[src/imtag_pkg.sv]
// Shared widths, register indexes and the configuration struct for the
// im2col tiled address generator. No dependencies.
package imtag_pkg;

   localparam int CH_W       = 10;
   localparam int KR_W       = 4;
   localparam int OR_W       = 9;
   localparam int HW_W       = 10;
   localparam int KH_W       = 4;
   localparam int PAD_W      = 3;
   localparam int STR_W      = 3;
   localparam int TGC_W      = 15;
   localparam int DEST_W     = 36;
   localparam int SRC_W      = 28;
   localparam int CFG_IDX_W  = 3;
   localparam int CFG_DATA_W = 15;

   localparam int CHK_W  = 14;
   localparam int KRKW_W = 9;
   localparam int MROW_W = 18;
   localparam int MCOL_W = 20;
   localparam int POS_W  = 12;
   localparam int CHH_W  = 20;

   localparam int NUM_STAGES = 6;

   localparam logic [CFG_IDX_W-1:0] REG_IN_HEIGHT      = 3'd0;
   localparam logic [CFG_IDX_W-1:0] REG_IN_WIDTH       = 3'd1;
   localparam logic [CFG_IDX_W-1:0] REG_KERNEL_HEIGHT  = 3'd2;
   localparam logic [CFG_IDX_W-1:0] REG_KERNEL_WIDTH   = 3'd3;
   localparam logic [CFG_IDX_W-1:0] REG_OUT_WIDTH      = 3'd4;
   localparam logic [CFG_IDX_W-1:0] REG_PAD            = 3'd5;
   localparam logic [CFG_IDX_W-1:0] REG_STRIDE         = 3'd6;
   localparam logic [CFG_IDX_W-1:0] REG_TILE_GRID_COLS = 3'd7;

   typedef struct packed {
      logic [HW_W-1:0]  in_height;
      logic [HW_W-1:0]  in_width;
      logic [KH_W-1:0]  kernel_height;
      logic [KH_W-1:0]  kernel_width;
      logic [HW_W-1:0]  out_width;
      logic [PAD_W-1:0] pad;
      logic [STR_W-1:0] stride;
      logic [TGC_W-1:0] tile_grid_cols;
   } cfg_type;

endpackage

[src/imtag_ifs.sv]
// Valid/ready channel interfaces: request, response and register write.
// Depends on imtag_pkg.
interface imtag_req_if import imtag_pkg::*; ();
   logic            valid;
   logic            ready;
   logic [CH_W-1:0] channel;
   logic [KR_W-1:0] kern_row;
   logic [KR_W-1:0] kern_col;
   logic [OR_W-1:0] out_row;
   logic [OR_W-1:0] out_col;

   modport source (output valid, channel, kern_row, kern_col, out_row, out_col,
                   input ready);
   modport sink   (input valid, channel, kern_row, kern_col, out_row, out_col,
                   output ready);
endinterface

interface imtag_rsp_if import imtag_pkg::*; ();
   logic              valid;
   logic              ready;
   logic [DEST_W-1:0] dest_address;
   logic [SRC_W-1:0]  source_address;
   logic              is_padding;

   modport source (output valid, dest_address, source_address, is_padding,
                   input ready);
   modport sink   (input valid, dest_address, source_address, is_padding,
                   output ready);
endinterface

interface imtag_csr_if import imtag_pkg::*; ();
   logic                  valid;
   logic                  ready;
   logic [CFG_IDX_W-1:0]  index;
   logic [CFG_DATA_W-1:0] data;

   modport source (output valid, index, data, input ready);
   modport sink   (input valid, index, data, output ready);
endinterface

[src/im2col_tiled_address_gen.sv]
// im2col tiled address generator, top level.
// Six register stages lie between request accept and response valid.
// Throughput: one item per cycle unless output backpressure stalls; a stage
// advances when it is empty or the next one advances, so bubbles collapse then.
// Reset clears all stage valid bits and loads the register defaults.
// Depends on imtag_pkg, imtag_ifs, imtag_csr and imtag_divc.
module im2col_tiled_address_gen import imtag_pkg::*; #(
   parameter int CUBE_ROWS = 16,
   parameter int CUBE_COLS = 16
) (
   input  logic        clock,
   input  logic        reset,
   imtag_req_if.sink   req_ch,
   imtag_rsp_if.source rsp_ch,
   imtag_csr_if.sink   csr_ch
);

   localparam int RR_W  = $clog2(CUBE_ROWS);
   localparam int CR_W  = $clog2(CUBE_COLS);
   localparam int CUBE  = CUBE_ROWS * CUBE_COLS;
   localparam int REM_W = $clog2(CUBE);
   localparam int CB_W  = $clog2(CUBE + 1);

   cfg_type cfg;

   logic [NUM_STAGES-1:0] stage_valid_ff;
   logic [NUM_STAGES-1:0] stage_valid_in;
   logic [NUM_STAGES-1:0] stage_en;

   imtag_csr u_csr (
      .clock  (clock),
      .reset  (reset),
      .csr_ch (csr_ch),
      .cfg    (cfg)
   );

   // stage control
   always_comb begin
      stage_en[NUM_STAGES-1] = !stage_valid_ff[NUM_STAGES-1] || rsp_ch.ready;
      for (int k = NUM_STAGES - 2; k >= 0; k--) begin
         stage_en[k] = !stage_valid_ff[k] || stage_en[k+1];
      end
      stage_valid_in[0] = stage_en[0] ? req_ch.valid : stage_valid_ff[0];
      for (int k = 1; k < NUM_STAGES; k++) begin
         stage_valid_in[k] = stage_en[k] ? stage_valid_ff[k-1] : stage_valid_ff[k];
      end
   end

   always_ff @(posedge clock) begin
      if (reset) begin
         stage_valid_ff <= '0;
      end else begin
         stage_valid_ff <= stage_valid_in;
      end
   end

   assign req_ch.ready = stage_en[0];

   // stage 0: first products
   logic [CHK_W-1:0]  s0_chk_in,  s0_chk_ff;
   logic [KRKW_W-1:0] s0_krkw_in, s0_krkw_ff;
   logic [MCOL_W-1:0] s0_mcol_in, s0_mcol_ff;
   logic [POS_W-1:0]  s0_rpos_in, s0_rpos_ff;
   logic [POS_W-1:0]  s0_cpos_in, s0_cpos_ff;
   logic [CHH_W-1:0]  s0_chh_in,  s0_chh_ff;

   always_comb begin
      s0_chk_in  = CHK_W'(CHK_W'(req_ch.channel) * CHK_W'(cfg.kernel_height));
      s0_krkw_in = KRKW_W'(KRKW_W'(req_ch.kern_row) * KRKW_W'(cfg.kernel_width))
                 + KRKW_W'(req_ch.kern_col);
      s0_mcol_in = MCOL_W'(MCOL_W'(req_ch.out_row) * MCOL_W'(cfg.out_width))
                 + MCOL_W'(req_ch.out_col);
      s0_rpos_in = POS_W'(POS_W'(req_ch.out_row) * POS_W'(cfg.stride))
                 + POS_W'(req_ch.kern_row);
      s0_cpos_in = POS_W'(POS_W'(req_ch.out_col) * POS_W'(cfg.stride))
                 + POS_W'(req_ch.kern_col);
      s0_chh_in  = CHH_W'(CHH_W'(req_ch.channel) * CHH_W'(cfg.in_height));
   end

   always_ff @(posedge clock) begin
      if (stage_en[0]) begin
         s0_chk_ff  <= s0_chk_in;
         s0_krkw_ff <= s0_krkw_in;
         s0_mcol_ff <= s0_mcol_in;
         s0_rpos_ff <= s0_rpos_in;
         s0_cpos_ff <= s0_cpos_in;
         s0_chh_ff  <= s0_chh_in;
      end
   end

   // stage 1: matrix row, padding test, channel plane offset
   logic [MROW_W-1:0] s1_mrow_in, s1_mrow_ff;
   logic [HW_W-1:0]   s1_irow_in, s1_irow_ff;
   logic [HW_W-1:0]   s1_icol_in, s1_icol_ff;
   logic              s1_pad_in,  s1_pad_ff;
   logic [SRC_W-1:0]  s1_chhw_in, s1_chhw_ff;
   logic [POS_W-1:0]  row_d;
   logic [POS_W-1:0]  col_d;
   logic              row_ok;
   logic              col_ok;

   always_comb begin
      s1_mrow_in = MROW_W'(MROW_W'(s0_chk_ff) * MROW_W'(cfg.kernel_width))
                 + MROW_W'(s0_krkw_ff);
      row_d      = s0_rpos_ff - POS_W'(cfg.pad);
      col_d      = s0_cpos_ff - POS_W'(cfg.pad);
      row_ok     = (s0_rpos_ff >= POS_W'(cfg.pad)) && (row_d < POS_W'(cfg.in_height));
      col_ok     = (s0_cpos_ff >= POS_W'(cfg.pad)) && (col_d < POS_W'(cfg.in_width));
      s1_pad_in  = !(row_ok && col_ok);
      s1_irow_in = row_d[HW_W-1:0];
      s1_icol_in = col_d[HW_W-1:0];
      s1_chhw_in = SRC_W'(SRC_W'(s0_chh_ff) * SRC_W'(cfg.in_width));
   end

   always_ff @(posedge clock) begin
      if (stage_en[1]) begin
         s1_mrow_ff <= s1_mrow_in;
         s1_irow_ff <= s1_irow_in;
         s1_icol_ff <= s1_icol_in;
         s1_pad_ff  <= s1_pad_in;
         s1_chhw_ff <= s1_chhw_in;
      end
   end

   // matrix column split: stages 1 and 2
   logic [MCOL_W-1:0] mcol_q;
   logic [CR_W-1:0]   mcol_r;

   imtag_divc #(.XW(MCOL_W), .DIV(CUBE_COLS)) u_div_col (
      .clock (clock),
      .en_a  (stage_en[1]),
      .en_b  (stage_en[2]),
      .x     (s0_mcol_ff),
      .q     (mcol_q),
      .r     (mcol_r)
   );

   // matrix row split: stages 2 and 3
   logic [MROW_W-1:0] mrow_q;
   logic [RR_W-1:0]   mrow_r;

   imtag_divc #(.XW(MROW_W), .DIV(CUBE_ROWS)) u_div_row (
      .clock (clock),
      .en_a  (stage_en[2]),
      .en_b  (stage_en[3]),
      .x     (s1_mrow_ff),
      .q     (mrow_q),
      .r     (mrow_r)
   );

   // stage 2: source address
   logic [SRC_W-1:0] s2_src_in, s2_src_ff;
   logic [SRC_W-1:0] src_sum;
   logic             s2_pad_ff;

   always_comb begin
      src_sum   = s1_chhw_ff + SRC_W'(SRC_W'(s1_irow_ff) * SRC_W'(cfg.in_width))
                + SRC_W'(s1_icol_ff);
      s2_src_in = s1_pad_ff ? '0 : src_sum;
   end

   always_ff @(posedge clock) begin
      if (stage_en[2]) begin
         s2_src_ff <= s2_src_in;
         s2_pad_ff <= s1_pad_ff;
      end
   end

   // stage 3: align column split with row split
   logic [MCOL_W-1:0] s3_mcolq_ff;
   logic [CR_W-1:0]   s3_mcolr_ff;
   logic [SRC_W-1:0]  s3_src_ff;
   logic              s3_pad_ff;

   always_ff @(posedge clock) begin
      if (stage_en[3]) begin
         s3_mcolq_ff <= mcol_q;
         s3_mcolr_ff <= mcol_r;
         s3_src_ff   <= s2_src_ff;
         s3_pad_ff   <= s2_pad_ff;
      end
   end

   // stage 4: tile index and offset inside the tile
   logic [DEST_W-1:0] s4_tile_in, s4_tile_ff;
   logic [REM_W-1:0]  s4_rem_in,  s4_rem_ff;
   logic [SRC_W-1:0]  s4_src_ff;
   logic              s4_pad_ff;

   always_comb begin
      s4_tile_in = DEST_W'(DEST_W'(mrow_q) * DEST_W'(cfg.tile_grid_cols))
                 + DEST_W'(s3_mcolq_ff);
      s4_rem_in  = REM_W'(REM_W'(mrow_r) * REM_W'(CUBE_COLS)) + REM_W'(s3_mcolr_ff);
   end

   always_ff @(posedge clock) begin
      if (stage_en[4]) begin
         s4_tile_ff <= s4_tile_in;
         s4_rem_ff  <= s4_rem_in;
         s4_src_ff  <= s3_src_ff;
         s4_pad_ff  <= s3_pad_ff;
      end
   end

   // stage 5: output register
   logic [DEST_W-1:0] s5_dest_in, s5_dest_ff;
   logic [SRC_W-1:0]  s5_src_ff;
   logic              s5_pad_ff;

   always_comb begin
      s5_dest_in = DEST_W'(s4_tile_ff * CB_W'(CUBE)) + DEST_W'(s4_rem_ff);
   end

   always_ff @(posedge clock) begin
      if (stage_en[5]) begin
         s5_dest_ff <= s5_dest_in;
         s5_src_ff  <= s4_src_ff;
         s5_pad_ff  <= s4_pad_ff;
      end
   end

   assign rsp_ch.valid          = stage_valid_ff[NUM_STAGES-1];
   assign rsp_ch.dest_address   = s5_dest_ff;
   assign rsp_ch.source_address = s5_src_ff;
   assign rsp_ch.is_padding     = s5_pad_ff;

`ifndef SYNTHESIS
   a_pad_zero_src: assert property (@(posedge clock) disable iff (reset)
      rsp_ch.valid && rsp_ch.is_padding |-> rsp_ch.source_address == '0)
      else $error("padding item with nonzero source address");

   a_accept_lands: assert property (@(posedge clock) disable iff (reset)
      req_ch.valid && req_ch.ready |=> stage_valid_ff[0])
      else $error("accepted item did not enter the first stage");

   a_stall_keeps: assert property (@(posedge clock) disable iff (reset)
      stage_valid_ff[NUM_STAGES-2] && !stage_en[NUM_STAGES-1]
      |=> stage_valid_ff[NUM_STAGES-2])
      else $error("item dropped from a stalled stage");
`endif

endmodule

[src/imtag_csr.sv]
// Configuration register file, written through the csr channel.
// Depends on imtag_pkg and imtag_csr_if.
module imtag_csr import imtag_pkg::*; (
   input  logic        clock,
   input  logic        reset,
   imtag_csr_if.sink   csr_ch,
   output cfg_type     cfg
);

   cfg_type cfg_ff;
   cfg_type cfg_in;

   assign csr_ch.ready = 1'b1;
   assign cfg          = cfg_ff;

   always_comb begin
      cfg_in = cfg_ff;
      if (csr_ch.valid) begin
         unique case (csr_ch.index)
            REG_IN_HEIGHT:      cfg_in.in_height      = csr_ch.data[HW_W-1:0];
            REG_IN_WIDTH:       cfg_in.in_width       = csr_ch.data[HW_W-1:0];
            REG_KERNEL_HEIGHT:  cfg_in.kernel_height  = csr_ch.data[KH_W-1:0];
            REG_KERNEL_WIDTH:   cfg_in.kernel_width   = csr_ch.data[KH_W-1:0];
            REG_OUT_WIDTH:      cfg_in.out_width      = csr_ch.data[HW_W-1:0];
            REG_PAD:            cfg_in.pad            = csr_ch.data[PAD_W-1:0];
            REG_STRIDE:         cfg_in.stride         = csr_ch.data[STR_W-1:0];
            REG_TILE_GRID_COLS: cfg_in.tile_grid_cols = csr_ch.data[TGC_W-1:0];
            default:            cfg_in = cfg_ff;
         endcase
      end
   end

   always_ff @(posedge clock) begin
      if (reset) begin
         cfg_ff.in_height      <= HW_W'(1);
         cfg_ff.in_width       <= HW_W'(1);
         cfg_ff.kernel_height  <= KH_W'(1);
         cfg_ff.kernel_width   <= KH_W'(1);
         cfg_ff.out_width      <= HW_W'(1);
         cfg_ff.pad            <= '0;
         cfg_ff.stride         <= STR_W'(1);
         cfg_ff.tile_grid_cols <= TGC_W'(1);
      end else begin
         cfg_ff <= cfg_in;
      end
   end

endmodule

[src/imtag_divc.sv]
// Two-stage divide/modulo by a constant: reciprocal multiply, then one
// compare-and-subtract fixup. No package dependency.
module imtag_divc #(
   parameter int XW  = 18,
   parameter int DIV = 16
) (
   input  logic                     clock,
   input  logic                     en_a,
   input  logic                     en_b,
   input  logic [XW-1:0]            x,
   output logic [XW-1:0]            q,
   output logic [$clog2(DIV)-1:0]   r
);

   localparam int RW = $clog2(DIV);
   localparam longint unsigned RECIP_L = (longint'(1) << XW) / DIV;
   localparam logic [XW-1:0] RECIP = XW'(RECIP_L);
   localparam logic [XW-1:0] DIV_V = XW'(DIV);

   logic [2*XW-1:0] prod;
   logic [XW-1:0]   qe_in;
   logic [XW-1:0]   qe_ff;
   logic [XW-1:0]   x_ff;
   logic [XW-1:0]   qd;
   logic [XW-1:0]   rem_raw;
   logic            fix;
   logic [XW-1:0]   q_in;
   logic [RW-1:0]   r_in;
   logic [XW-1:0]   q_ff;
   logic [RW-1:0]   r_ff;

   // estimate is exact or one low
   always_comb begin
      prod  = {{XW{1'b0}}, x} * {{XW{1'b0}}, RECIP};
      qe_in = prod[2*XW-1:XW];
   end

   always_ff @(posedge clock) begin
      if (en_a) begin
         x_ff  <= x;
         qe_ff <= qe_in;
      end
   end

   always_comb begin
      qd      = XW'(qe_ff * DIV_V);
      rem_raw = x_ff - qd;
      fix     = (rem_raw >= DIV_V);
      q_in    = qe_ff + XW'(fix);
      r_in    = fix ? RW'(rem_raw - DIV_V) : RW'(rem_raw);
   end

   always_ff @(posedge clock) begin
      if (en_b) begin
         q_ff <= q_in;
         r_ff <= r_in;
      end
   end

   assign q = q_ff;
   assign r = r_ff;

endmodule

[src/flat_wrapper.sv]
// flat-port wrapper written by rule: the top's interface ports become plain ports
module im2col_tiled_address_gen_flat import imtag_pkg::*;
#(
   parameter int CUBE_ROWS = 16,
   parameter int CUBE_COLS = 16
)
  (clock, reset, req_ch_valid, req_ch_channel, req_ch_kern_row, req_ch_kern_col, req_ch_out_row, req_ch_out_col, req_ch_ready, rsp_ch_valid, rsp_ch_dest_address, rsp_ch_source_address, rsp_ch_is_padding, rsp_ch_ready, csr_ch_valid, csr_ch_index, csr_ch_data, csr_ch_ready);
  imtag_req_if req_ch_i ();
  imtag_rsp_if rsp_ch_i ();
  imtag_csr_if csr_ch_i ();
  input  logic clock;
  input  logic reset;
  input wire logic [$bits(req_ch_i.valid)-1:0] req_ch_valid;
  input wire logic [$bits(req_ch_i.channel)-1:0] req_ch_channel;
  input wire logic [$bits(req_ch_i.kern_row)-1:0] req_ch_kern_row;
  input wire logic [$bits(req_ch_i.kern_col)-1:0] req_ch_kern_col;
  input wire logic [$bits(req_ch_i.out_row)-1:0] req_ch_out_row;
  input wire logic [$bits(req_ch_i.out_col)-1:0] req_ch_out_col;
  output wire logic [$bits(req_ch_i.ready)-1:0] req_ch_ready;
  output wire logic [$bits(rsp_ch_i.valid)-1:0] rsp_ch_valid;
  output wire logic [$bits(rsp_ch_i.dest_address)-1:0] rsp_ch_dest_address;
  output wire logic [$bits(rsp_ch_i.source_address)-1:0] rsp_ch_source_address;
  output wire logic [$bits(rsp_ch_i.is_padding)-1:0] rsp_ch_is_padding;
  input wire logic [$bits(rsp_ch_i.ready)-1:0] rsp_ch_ready;
  input wire logic [$bits(csr_ch_i.valid)-1:0] csr_ch_valid;
  input wire logic [$bits(csr_ch_i.index)-1:0] csr_ch_index;
  input wire logic [$bits(csr_ch_i.data)-1:0] csr_ch_data;
  output wire logic [$bits(csr_ch_i.ready)-1:0] csr_ch_ready;
  assign req_ch_i.valid = req_ch_valid;
  assign req_ch_i.channel = req_ch_channel;
  assign req_ch_i.kern_row = req_ch_kern_row;
  assign req_ch_i.kern_col = req_ch_kern_col;
  assign req_ch_i.out_row = req_ch_out_row;
  assign req_ch_i.out_col = req_ch_out_col;
  assign req_ch_ready = req_ch_i.ready;
  assign rsp_ch_valid = rsp_ch_i.valid;
  assign rsp_ch_dest_address = rsp_ch_i.dest_address;
  assign rsp_ch_source_address = rsp_ch_i.source_address;
  assign rsp_ch_is_padding = rsp_ch_i.is_padding;
  assign rsp_ch_i.ready = rsp_ch_ready;
  assign csr_ch_i.valid = csr_ch_valid;
  assign csr_ch_i.index = csr_ch_index;
  assign csr_ch_i.data = csr_ch_data;
  assign csr_ch_ready = csr_ch_i.ready;
  im2col_tiled_address_gen #(.CUBE_ROWS(CUBE_ROWS), .CUBE_COLS(CUBE_COLS)) u_core (.clock(clock), .reset(reset), .req_ch(req_ch_i), .rsp_ch(rsp_ch_i), .csr_ch(csr_ch_i));
endmodule
[config.mk]
export PLATFORM = sky130hd
export DESIGN_NAME = im2col_tiled_address_gen_flat
export DESIGN_NICKNAME = d
export VERILOG_FILES = /design/src/imtag_pkg.sv /design/src/imtag_ifs.sv /design/src/im2col_tiled_address_gen.sv /design/src/imtag_csr.sv /design/src/imtag_divc.sv /design/src/flat_wrapper.sv
export SDC_FILE = /design/constraint.sdc
export NUM_CORES = 2
export LEC_CHECK = 0
export BUFFER_PORTS_ARGS = -buffer_cell sky130_fd_sc_hd__buf_2
export CORE_MARGIN = 2
export CORE_UTILIZATION = 47
export DETAILED_ROUTE_END_ITERATION = 8
export PLACE_DENSITY = 0.65
export RECOVER_POWER = 100
export SLEW_MARGIN = 5
export SYNTH_ARGS = -nofsm -noshare
export SYNTH_HDL_FRONTEND = slang
export SYNTH_SLANG_ARGS = --single-unit
[constraint.sdc]
create_clock -name clock -period 6.37 [get_ports clock]
set_clock_uncertainty 0.2 [all_clocks]
set_input_delay 0.637 -clock clock [delete_from_list [all_inputs] [get_ports clock]]
set_output_delay 0.637 -clock clock [all_outputs]
set_load 0.05 [all_outputs]
==> metrics.csv <==
metric,value,unit
crit_path_frequent_cell,fa_1,
regArea,14500,um^2
r2r_end,u_core.s4_tile_ff[24],
min_to,u_core.u_csr.cfg[30],
synth_area_leader_cell,edfxtp_1,
cp.required,6.55,ns
grt_pass1_vias,32351,
end_kind,flip-flop,
power_density,229,nW/um^2
cap_violations,8,
total_power,11.8,mW
multi_input_area,28900,um^2
grt_usage,21.4,%
wl,106,mm
port-buffer-count,125,
first_iter_violations,1788,
dpl.cell_count,5877,
status,finished with violations,
placementRows,116,
ant_nets,0,
hold_start,csr_ch_data[9],
clock.fmax,163,MHz
drive_gt1_share,5.63,%
leakagePower,25.1,nW
path_max_fanout,10,
synth_ff_type,edfxtp_1,
regToRegSetupSlack,0.22,ns
slowest_stage,fa_1,
final_util,51.4,%
cts_setup_buffers,0,
finalHoldViolCount,0,
area_growth_syn_to_layout,8.92,%
cts_tree,yes,
ys_async_sr_fraction,0,%
critical_path.top_delay_family,adder cells,
critical_path_class,reg -> reg,
numCtsBuffers,58,
synthTopCellsByArea,"edfxtp_1 (28%), fa_1 (26%), ha_1 (12%)",
synthCells,4537,
fp.dieW,320,um
cts.sinks,503,
fillers,8939,
via_per_inst,5.18,
clock_latency,0.69,ns
yosysSeqAreaShare,30.7,%
grt_pass1_wl,173,mm
slowest_delay,0.51,ns
start_kind,flip-flop,
ys_seq_elements,503,
cp.arrival,6.34,ns
fin_tns_setup,0,ns
via_count,31012,
slew_violations,510,
worstPathCellList,buf_4 > and2_1 > fa_1 > inv_1 > fa_1 > inv_1 > fa_1 > fa_1 > fa_1 > inv_1 > fa_1 > inv_1 > ha_2 > a21oi_1 > o21ai_0 > o2111a_1 > nor4_4 > a21oi_2 > mux2i_1 > nand3_1,
syn_area_per_cell,10.4,um^2
period_share,96.6,%
synth_area,47100,um^2
rsz0062_at_grt,false,
hp-class,in -> reg,
hold_path_depth,3,
die_h,320,um
grt_max_degree,68,
fin_nets,5758,
violations,"capacitance limit, slew limit",
path_buf_inv,5,
antenna_found_initial,7,
post-route-min-period,6.15,ns
yosysTopAreaCellShare,27.9,%
tightest_slew,4.22,ns
cts_buffer_depth,3,
route.detailed.drc,0,
reg2regPathDepth,20,
gp_congestion,0.884,
preCtsSetupSlack,0.111,ns
synth-edff-count,438,
ir_drop,0.000234,V
dieArea,103000,um^2
r2r-start,u_core.u_div_row.q[10],
core_area,99700,um^2
drt_pass1_iterations,6,
fin_cells,5987,
ys_warn_count,0,
ys_types,70,
fin_ws,0.217,ns
overflow,0,
post-dp-hpwl,84.2,mm
setup_viol,0,
clkTransAtPathRegs,0.06,ns
cts-htree-levels,2,
cts-root-buf,clkbuf_16,
max_slew_margin,-181,%
avgRoutedWirePerCell,17.7,um
initial_core_util,47.2,%
io_pins,127,
-- stage by stage --
step | area, um^2 | hold slack (ns)
2_1_floorplan | 47100 | 0.200
3_3_place_gp | 49400 | 0.201
3_5_place_dp | 49400 | 0.205
4_1_cts | 51400 | 0.0611
5_1_grt | 51300 | 0.0931
6_report | 51300 | 0.106
-- cell families (layout without fill, tap and decap cells) --
logic type | Yosys count | in the layout | share of synthesized area, %
AOI/OAI and AO/OA | 454 | 454 | 6.14
xor gates and xnor gates | 151 | 151 | 2.81
adders and majority gates | 1060 | 1060 | 37.9
buffers and inverters | 996 | 1145 | 7.95
DFF | 503 | 503 | 30.7
muxes | 23 | 23 | 0.508
other | 2 | 5 | 0.0160
and+or+nand+nor | 1348 | 1348 | 14.0
-- routing by layer --
layer / track usage (%) / vias up / wire length (um)
met3: 2.77 / 160 / 5500
met1: 29.3 / 15465 / 47900
met2: 35.9 / 735 / 50200
li1: - / 14650 / -
met4: 5.63 / 2 / 2670
met5: 0 / - / 13
-- synth_stat cells (9+ instances only) --
cell type,number
o21a_1,21
nor2_1,108
a211oi_1,15
o211ai_1,12
nand4_1,15
a211o_1,9
nand2b_1,14
mux2i_1,16
nor3_1,35
a21oi_1,166
nand3_1,31
a31oi_1,17
o21ai_0,66
xnor2_1,101
and2_1,403
inv_1,816
o21ai_1,9
a21o_1,61
nor2b_1,36
xor2_1,50
nand3b_1,9
nand2_1,630
edfxtp_1,438
fa_1,607
clkbuf_1,174
ha_1,453
dfxtp_1,65
o21bai_1,22
and3_1,19
or4_1,9
-- cell usage in the layout, fill, tap and decap left out, types with 7 or more instances in the layout --
| master | n |
|---|---|
| a211o_1 | 9 |
| a211oi_1 | 15 |
| a21o_1 | 61 |
| a21oi_1 | 164 |
| a31oi_1 | 16 |
| and2_0 | 26 |
| and2_1 | 378 |
| and3_1 | 19 |
| buf_2 | 58 |
| buf_4 | 77 |
| clkbuf_1 | 85 |
| clkbuf_16 | 61 |
| clkinv_1 | 8 |
| clkinv_2 | 8 |
| dfxtp_1 | 61 |
| edfxtp_1 | 438 |
| fa_1 | 607 |
| ha_1 | 450 |
| inv_1 | 813 |
| mux2i_1 | 16 |
| nand2_1 | 630 |
| nand2b_1 | 14 |
| nand3_1 | 31 |
| nand3b_1 | 9 |
| nand4_1 | 15 |
| nor2_1 | 108 |
| nor2b_1 | 36 |
| nor3_1 | 34 |
| nor4_1 | 7 |
| o211ai_1 | 12 |
| o21a_1 | 21 |
| o21ai_0 | 70 |
| o21bai_1 | 22 |
| or3_1 | 7 |
| or4_1 | 10 |
| xnor2_1 | 101 |
| xor2_1 | 50 |
-- tightest hold or removal path, cell delays in order --
cell	delay, ns
buf_2	0.17
nand2_1	0.08
a21oi_1	0.05
-- where the power goes --
part / internal, mW / total [mW] / switching, mW
Clock: 1.93 / 3.33 / 1.40
Combinational: 1.44 / 3.69 / 2.25
Sequential: 4.33 / 4.73 / 0.403
-- final cells by class --
type	count	area share [%]
diodes	1	0.00488
clock buffers	74	3.15
clock inverters	35	0.615
inverters	816	5.98
multi-input cells	3040	56.4
flip-flops and latches	503	28.2
well taps	1298	3.17
repair buffers	220	2.45
-- state kept, by name, summed over array words and instances (netlist names), 20 cells and up --
register,count
u_core.s2_src_ff,28
u_core.u_csr.cfg,59
u_core.s4_src_ff,28
u_core.s3_src_ff,28
u_core.s1_chhw_ff,28
u_core.rsp_ch.dest_address,36
u_core.s0_chh_ff,20
u_core.u_div_col.x_ff,20
u_core.s4_tile_ff,28
u_core.rsp_ch.source_address,28
u_core.s0_mcol_ff,20
-- worst max path at each step --
stage / to / startpoint / slack, ns / cells after the start
2_1_floorplan: u_core.s4_tile_ff[27] / u_core.u_div_row.q[7] / 0.22 / 23
3_3_place_gp: u_core.s4_tile_ff[27] / u_core.u_div_row.q[10] / 0.17 / 20
3_5_place_dp: u_core.s4_tile_ff[26] / u_core.u_div_row.q[10] / 0.11 / 20
4_1_cts: u_core.s4_tile_ff[26] / u_core.u_div_row.q[10] / 0.11 / 20
5_1_grt: u_core.s4_tile_ff[26] / u_core.u_div_row.q[9] / 0.02 / 19
6_report: u_core.s4_tile_ff[24] / u_core.u_div_row.q[10] / 0.22 / 20
-- what timing repair did --
item | in CTS | in global routing
hold buffers | 0 | 0
resized for setup | 0 | 17
endpoints found under the setup margin | 0 | 8
Note: power is estimated with default switching activity, not from simulation.
